## config.mk

```make
export PLATFORM = sky130hd
export DESIGN_NAME = repeating_xor_alpha_scorer
export DESIGN_NICKNAME = d
export VERILOG_FILES = /design/src/rtl/core/rxas_pkg.sv /design/src/rtl/core/repeating_xor_alpha_scorer.sv
export SDC_FILE = /design/constraint.sdc
export NUM_CORES = 1
export LEC_CHECK = 0
export ABC_AREA = 1
export BUFFER_PORTS_ARGS = -buffer_cell sky130_fd_sc_hd__buf_2
export CAP_MARGIN = 10
export CORE_MARGIN = 1.5
export CORE_UTILIZATION = 30
export CTS_CLUSTER_DIAMETER = 60
export DETAILED_ROUTE_END_ITERATION = 8
export PLACE_DENSITY_LB_ADDON = 0.3
export SKIP_LAST_GASP = 1
export SLEW_MARGIN = 20
export SYNTH_ARGS = -nofsm -noshare
export SYNTH_HDL_FRONTEND = slang
export SYNTH_SLANG_ARGS = --single-unit
```

## constraint.sdc

```tcl
create_clock -name clk -period 5.8 [get_ports clk]
set_input_delay 1.74 -clock clk [delete_from_list [all_inputs] [get_ports clk]]
set_output_delay 1.74 -clock clk [all_outputs]
set_load 0.1 [all_outputs]
```

## src/rtl/core/rxas_pkg.sv

```systemverilog
`default_nettype none
// ----------------------------------------------------------------------------
// rxas_pkg
// Shared types and constants for the repeating-key XOR letter scorer.
// ----------------------------------------------------------------------------
package rxas_pkg;

  localparam int BYTE_W     = 8;
  localparam int COUNT_W    = 32;
  localparam int KEY_WORD_W = 32;
  localparam int KEY_LEN_W  = 3;
  localparam int CFG_IDX_W  = 1;
  localparam int CFG_DATA_W = 32;
  // effective key length can reach 7
  localparam int LEN_W      = 4;
  // wide enough for count * 10
  localparam int PROD_W     = COUNT_W + 4;
  localparam int KEY_BYTES  = KEY_WORD_W / BYTE_W;

  localparam logic [CFG_IDX_W-1:0] REG_KEY_WORD   = 1'b0;
  localparam logic [CFG_IDX_W-1:0] REG_KEY_LENGTH = 1'b1;

  localparam logic [BYTE_W-1:0] CHAR_LOWER_A = 8'h61;
  localparam logic [BYTE_W-1:0] CHAR_LOWER_Z = 8'h7a;
  localparam logic [BYTE_W-1:0] CHAR_UPPER_A = 8'h41;
  localparam logic [BYTE_W-1:0] CHAR_UPPER_Z = 8'h5a;

  localparam logic [COUNT_W-1:0] COUNT_MAX = '1;

  typedef logic [COUNT_W-1:0] count_t;
  typedef logic [PROD_W-1:0]  prod_t;

  function automatic logic is_letter(input logic [BYTE_W-1:0] c);
    return ((c >= CHAR_LOWER_A) && (c <= CHAR_LOWER_Z)) ||
           ((c >= CHAR_UPPER_A) && (c <= CHAR_UPPER_Z));
  endfunction

  function automatic count_t sat_inc(input count_t v);
    return (v == COUNT_MAX) ? v : v + count_t'(1);
  endfunction

endpackage : rxas_pkg
`default_nettype wire

```

## src/rtl/core/repeating_xor_alpha_scorer.sv

```systemverilog
`default_nettype none
// ----------------------------------------------------------------------------
// repeating_xor_alpha_scorer
// XOR-decodes a ciphertext byte stream with a repeating key and scores it.
// ----------------------------------------------------------------------------
// One byte is taken per clock. Each byte is XORed with the key byte at the
// rotating key position, counted, and checked for an ASCII letter; the byte
// flagged last_byte closes the pass and produces one result carrying both
// saturating counts and the accepted flag (letters * 10 > bytes * 9). Its
// result is registered first in the pending stage and then, after the
// compare, in the output register. Non-last bytes are never held up; a last
// byte waits only while a previous result still fills both result stages.
module repeating_xor_alpha_scorer
  import rxas_pkg::*;
#(
  parameter int MAX_KEY_LEN = 4
) (
  input  wire logic                  clk,
  input  wire logic                  rst,
  input  wire logic                  cfg_write,
  input  wire logic [CFG_IDX_W-1:0]  cfg_index,
  input  wire logic [CFG_DATA_W-1:0] cfg_data,
  input  wire logic                  in_valid,
  output      logic                  in_stall,
  input  wire logic [BYTE_W-1:0]     cipher_byte,
  input  wire logic                  last_byte,
  output      logic                  out_valid,
  input  wire logic                  out_stall,
  output      logic                  accepted,
  output      logic [COUNT_W-1:0]    letter_count,
  output      logic [COUNT_W-1:0]    total_count
);

  localparam int POS_W = (MAX_KEY_LEN > 1) ? $clog2(MAX_KEY_LEN) : 1;

  logic [KEY_WORD_W-1:0] key_word;
  logic [KEY_LEN_W-1:0]  key_length;
  logic [POS_W-1:0]      key_position;
  logic [POS_W-1:0]      key_position_next;
  count_t                letters_seen;
  count_t                letters_next;
  count_t                bytes_seen;
  count_t                bytes_next;

  logic                  pend_valid;
  count_t                pend_letters;
  count_t                pend_bytes;

  logic [LEN_W-1:0]      eff_len;
  logic [POS_W-1:0]      pos_use;
  logic [LEN_W-1:0]      pos_inc;
  logic [BYTE_W-1:0]     key_byte;
  logic [BYTE_W-1:0]     plain;
  logic                  in_take;
  logic                  pend_move;
  prod_t                 letters_x10;
  prod_t                 bytes_x9;

  // configuration registers
  always_ff @(posedge clk) begin
    if (rst) begin
      key_word   <= '0;
      key_length <= KEY_LEN_W'(1);
    end else if (cfg_write) begin
      unique case (cfg_index)
        REG_KEY_WORD:   key_word   <= cfg_data[KEY_WORD_W-1:0];
        REG_KEY_LENGTH: key_length <= cfg_data[KEY_LEN_W-1:0];
        default: ;
      endcase
    end
  end

  // effective key length, clamped to 1..MAX_KEY_LEN
  always_comb begin
    eff_len = {1'b0, key_length};
    if (eff_len == '0) begin
      eff_len = LEN_W'(1);
    end
    if (eff_len > LEN_W'(MAX_KEY_LEN)) begin
      eff_len = LEN_W'(MAX_KEY_LEN);
    end
  end

  // key byte select and decode
  always_comb begin
    pos_use = key_position;
    if (LEN_W'(key_position) >= eff_len) begin
      pos_use = '0;
    end
    key_byte = '0;
    for (int i = 0; i < KEY_BYTES; i++) begin
      if (int'(pos_use) == i) begin
        key_byte = key_word[BYTE_W*i +: BYTE_W];
      end
    end
    plain   = cipher_byte ^ key_byte;
    pos_inc = LEN_W'(pos_use) + LEN_W'(1);
    key_position_next = (pos_inc >= eff_len) ? '0 : pos_inc[POS_W-1:0];
    letters_next = is_letter(plain) ? sat_inc(letters_seen) : letters_seen;
    bytes_next   = sat_inc(bytes_seen);
  end

  // handshake
  assign pend_move = pend_valid && (!out_valid || !out_stall);
  assign in_stall  = last_byte && pend_valid && !pend_move;
  assign in_take   = in_valid && !in_stall;

  // running counts and key position
  always_ff @(posedge clk) begin
    if (rst) begin
      key_position <= '0;
      letters_seen <= '0;
      bytes_seen   <= '0;
    end else if (in_take) begin
      if (last_byte) begin
        key_position <= '0;
        letters_seen <= '0;
        bytes_seen   <= '0;
      end else begin
        key_position <= key_position_next;
        letters_seen <= letters_next;
        bytes_seen   <= bytes_next;
      end
    end
  end

  // finished pass waiting for the compare stage
  always_ff @(posedge clk) begin
    if (rst) begin
      pend_valid <= 1'b0;
    end else if (in_take && last_byte) begin
      pend_valid <= 1'b1;
    end else if (pend_move) begin
      pend_valid <= 1'b0;
    end
  end

  always_ff @(posedge clk) begin
    if (in_take && last_byte) begin
      pend_letters <= letters_next;
      pend_bytes   <= bytes_next;
    end
  end

  // letters * 10 against bytes * 9
  assign letters_x10 = (prod_t'(pend_letters) << 3) + (prod_t'(pend_letters) << 1);
  assign bytes_x9    = (prod_t'(pend_bytes) << 3) + prod_t'(pend_bytes);

  // output register
  always_ff @(posedge clk) begin
    if (rst) begin
      out_valid <= 1'b0;
    end else if (pend_move) begin
      out_valid <= 1'b1;
    end else if (!out_stall) begin
      out_valid <= 1'b0;
    end
  end

  always_ff @(posedge clk) begin
    if (pend_move) begin
      accepted     <= (letters_x10 > bytes_x9);
      letter_count <= pend_letters;
      total_count  <= pend_bytes;
    end
  end

endmodule : repeating_xor_alpha_scorer
`default_nettype wire

```

==> reports/summary.txt <==
Part of the power in registers: 0.416
XOR/XNOR share of the synthesized area: 0.0607
Post-synthesis mux area share: 0.000687
Part of the power in combinational logic: 0.174
Crit path kind: primary input to output pin
EDFF count, synth: 129
Initial core utilization: 0.305
Worst-Skew Late Latency: 550 ps
Slew Limit Fails: 0
Worst clock skew: 22.7 ps
Switching power total: 1260 uW
FF+latch count, synth: 228
Crit. End Element: output pin
Die height: 223 um
Vias after detailed routing: 12700
ANT cells: 0
Max FO, Critical Path: 2
Drt drc: 0
Rows: 80
I/O Buffers: 108
Layout cells sized above 1: 0.115
Post-synthesis sequential area ratio: 0.402
Compound-Gate Fraction of Synth Area: 0.109
Yosys warns: 0
Power Internal: 3080 uW
Tot Pwr: 4330 uW
First-pass GRT wire length: 65200 um
Via density: 4.85
Clock sink count: 228
P&R area growth vs syn: 14.2%
Fin. Hold Viols: 0
Finished Cell Area: 16600 um2
Antenna violations before repair: 1
Die area: 49900 um2
Min-Delay Path Class: flop to flop
Synthesized area: 14600 um2
Max cap viols: 0
Unrepaired setup endpoints after global routing: false
Routed wire length: 41000 um
Outcome: finished, final reports clean
DIE WIDTH: 223 um
Maximum VDD drop: 0.191 mV
Library cells used by synthesis: 53
Clock Path Buffers: 3
Lkg Pwr: 0.00684 uW
Relative slew slack: 0.376
Synthesized Nets: 2032
Cts-stage hold buffer count: 0
Critical Path Start Type: primary input
Fmax: 0.227 GHz
Gr ovfl total: 0
Sw Ratio: 0.290
Core Area: 47800 um2
Post_cts resized: 0
Clock power frac: 0.410
Minimum clock period after layout: 4400 ps
IO Count: 114
Synth Area in Adders: 0.0929
Setup TNS: 0 ps
Final period util: 0.758
Async S/R FF share, synth: 0
Vias in the first global route: 12100
Cell taking the most area after synthesis: edfxtp_1
Post-CTS setup buffer count: 0
Tightest Pin Transition: 935 ps
Total GRT Usage: 0.162
Post-DP Area: 15700 um2
# nets final: 2128
Largest net degree at the start of global routing: 68
Simple-gate share of the synthesized area: 0.277
CTS Root Buffer Type: clkbuf_16
Htree depth: 1
Worst hold slack: 457 ps
Main combinational cell family by area after synthesis: simple AND/OR/NAND/NOR gates
1st-iter DRT viols: 785
Placer Congestion: 0.899
Final HPWL DP: 31100 um
Clock transition at path regs: 60 ps
Synth top area share: 0.266
Top cells by area, synth: edfxtp_1, nand2_1, dfxtp_1, ha_1, a21oi_1
ANT nets after route: 0
Syn avg cell area: 7.76 um2
Critical Path RT: 4060 ps
Setup-failing EPs final: 0
Detailed Routing Iterations Pass 1: 8
P per Cell Area: 260 nW/um2
Top_reg_cell synth: edfxtp_1
Fillers: 5084
Syn Inst Count: 1878
CTS tree: done
Post-DR wirelength/cell: 15.7 um
Num CTS Buffers: 27
WP data arrival: 2660 ps
[metrics by stage]
step / utilization / instances / setup WS, ps
2_1_floorplan: - / 1878 / 708
3_3_place_gp: 0.328 / 2560 / 1400
3_5_place_dp: 0.328 / 2560 / 1400
4_1_cts: 0.348 / 2609 / 1390
5_1_grt: 0.348 / 2609 / 1040
6_report: 0.348 / 2609 / 1400
[area by class of cell]
class	instances	area (um2)	area share
Multi-Input combinational cell	1447	7890	0.474
Sequential cell	228	5860	0.352
Tap cell	615	769	0.0462
Clock buffer	34	732	0.0440
Timing Repair Buffer	118	628	0.0377
Inverter	152	573	0.0344
Clock inverter	15	199	0.0120
[worst paths after layout]
check	from	end	slack, ps	cells after the start
min	key_word[9]$_SDFFE_PP0P_	key_word[9]$_SDFFE_PP0P_	460	2
max reg2reg	key_length[0]$_SDFFE_PP1P_	letters_seen[2]$_SDFFE_PP0P_	1490	19
min reg2reg	key_word[9]$_SDFFE_PP0P_	key_word[9]$_SDFFE_PP0P_	460	2
max	out_stall	in_stall	1400	6
[sequential cells by signal (all words and copies together), names as in the netlist]
name	flops
pend_valid	1
letters_seen	32
out_valid	1
letter_count	32
key_word	28
bytes_seen	32
pend_letters	32
accepted	1
total_count	32
key_length	3
key_position	2
pend_bytes	32
[cell usage after synthesis (5+ instances only)]
| master | instances |
|---|---|
| buf_2 | 15 |
| nand4_1 | 56 |
| inv_2 | 6 |
| clkbuf_1 | 25 |
| ha_1 | 105 |
| xor2_1 | 54 |
| inv_1 | 144 |
| a21oi_2 | 10 |
| a21oi_1 | 158 |
| nand2_1 | 557 |
| nor2_1 | 182 |
| nand3_1 | 56 |
| nor2_2 | 10 |
| nor3_1 | 34 |
| dfxtp_1 | 99 |
| buf_4 | 5 |
| xnor2_1 | 47 |
| edfxtp_1 | 129 |
| o211ai_1 | 6 |
| o21ai_0 | 77 |
| a21o_1 | 6 |
| nand2_2 | 27 |
| nor4_1 | 9 |
| buf_6 | 6 |
[metal layers]
metal / GRT usage / part of all wire / vias to the layer above
met1: 0.230 / 0.49 / 5777
met2: 0.250 / 0.42 / 327
met3: 0.0306 / 0.061 / 54
met5: 0 / 0 / -
met4: 0.0477 / 0.024 / 0
li1: - / - / 6502
[layout by cell type (no fill, tap or decap), types with 3 or more instances in the layout]
cell,instances
clkinv_1,3
a31oi_1,4
nand2_1,557
ha_1,105
nor3_1,34
buf_4,9
edfxtp_1,129
nor2_4,3
nand2_2,27
nand4_1,56
nand3_2,4
nand3b_1,4
inv_6,4
a21o_1,6
o21ai_0,77
xnor2_1,47
a21boi_0,4
inv_2,8
o21a_1,4
nor2_1,180
inv_1,142
nor4_1,9
bufinv_16,4
nand3_1,56
nor2_2,10
clkinv_2,4
dfxtp_1,99
a21oi_1,158
a21oi_2,10
buf_2,108
o211ai_1,6
clkbuf_16,27
clkbuf_8,3
or2_1,3
clkbuf_1,4
xor2_1,54
o21bai_1,4
[kinds of logic (layout without fill, tap and decap cells)]
kind of cell | count (synthesis) | in the layout
simple gates | 950 | 950
mux | 1 | 1
xor+xnor | 101 | 101
flops | 228 | 228
compound gates | 288 | 288
fa+ha+maj | 107 | 107
buf+inv | 203 | 319
[power by group through the flow]
stage	Clock (uW)	Combinational, uW	Sequential, uW
5_1_grt	1870	849	1810
6_report	1780	755	1800
4_1_cts	1830	756	1800
2_1_floorplan	0	492	1910
3_3_place_gp	0	738	1840
3_5_place_dp	0	753	1840
[worst max-delay path, stage by stage]
cell,delay (ps)
buf_2,90
nand2_1,60
inv_1,110
nand2_1,80
nor2_1,120
buf_2,450
(Power assumes the default switching activity.)
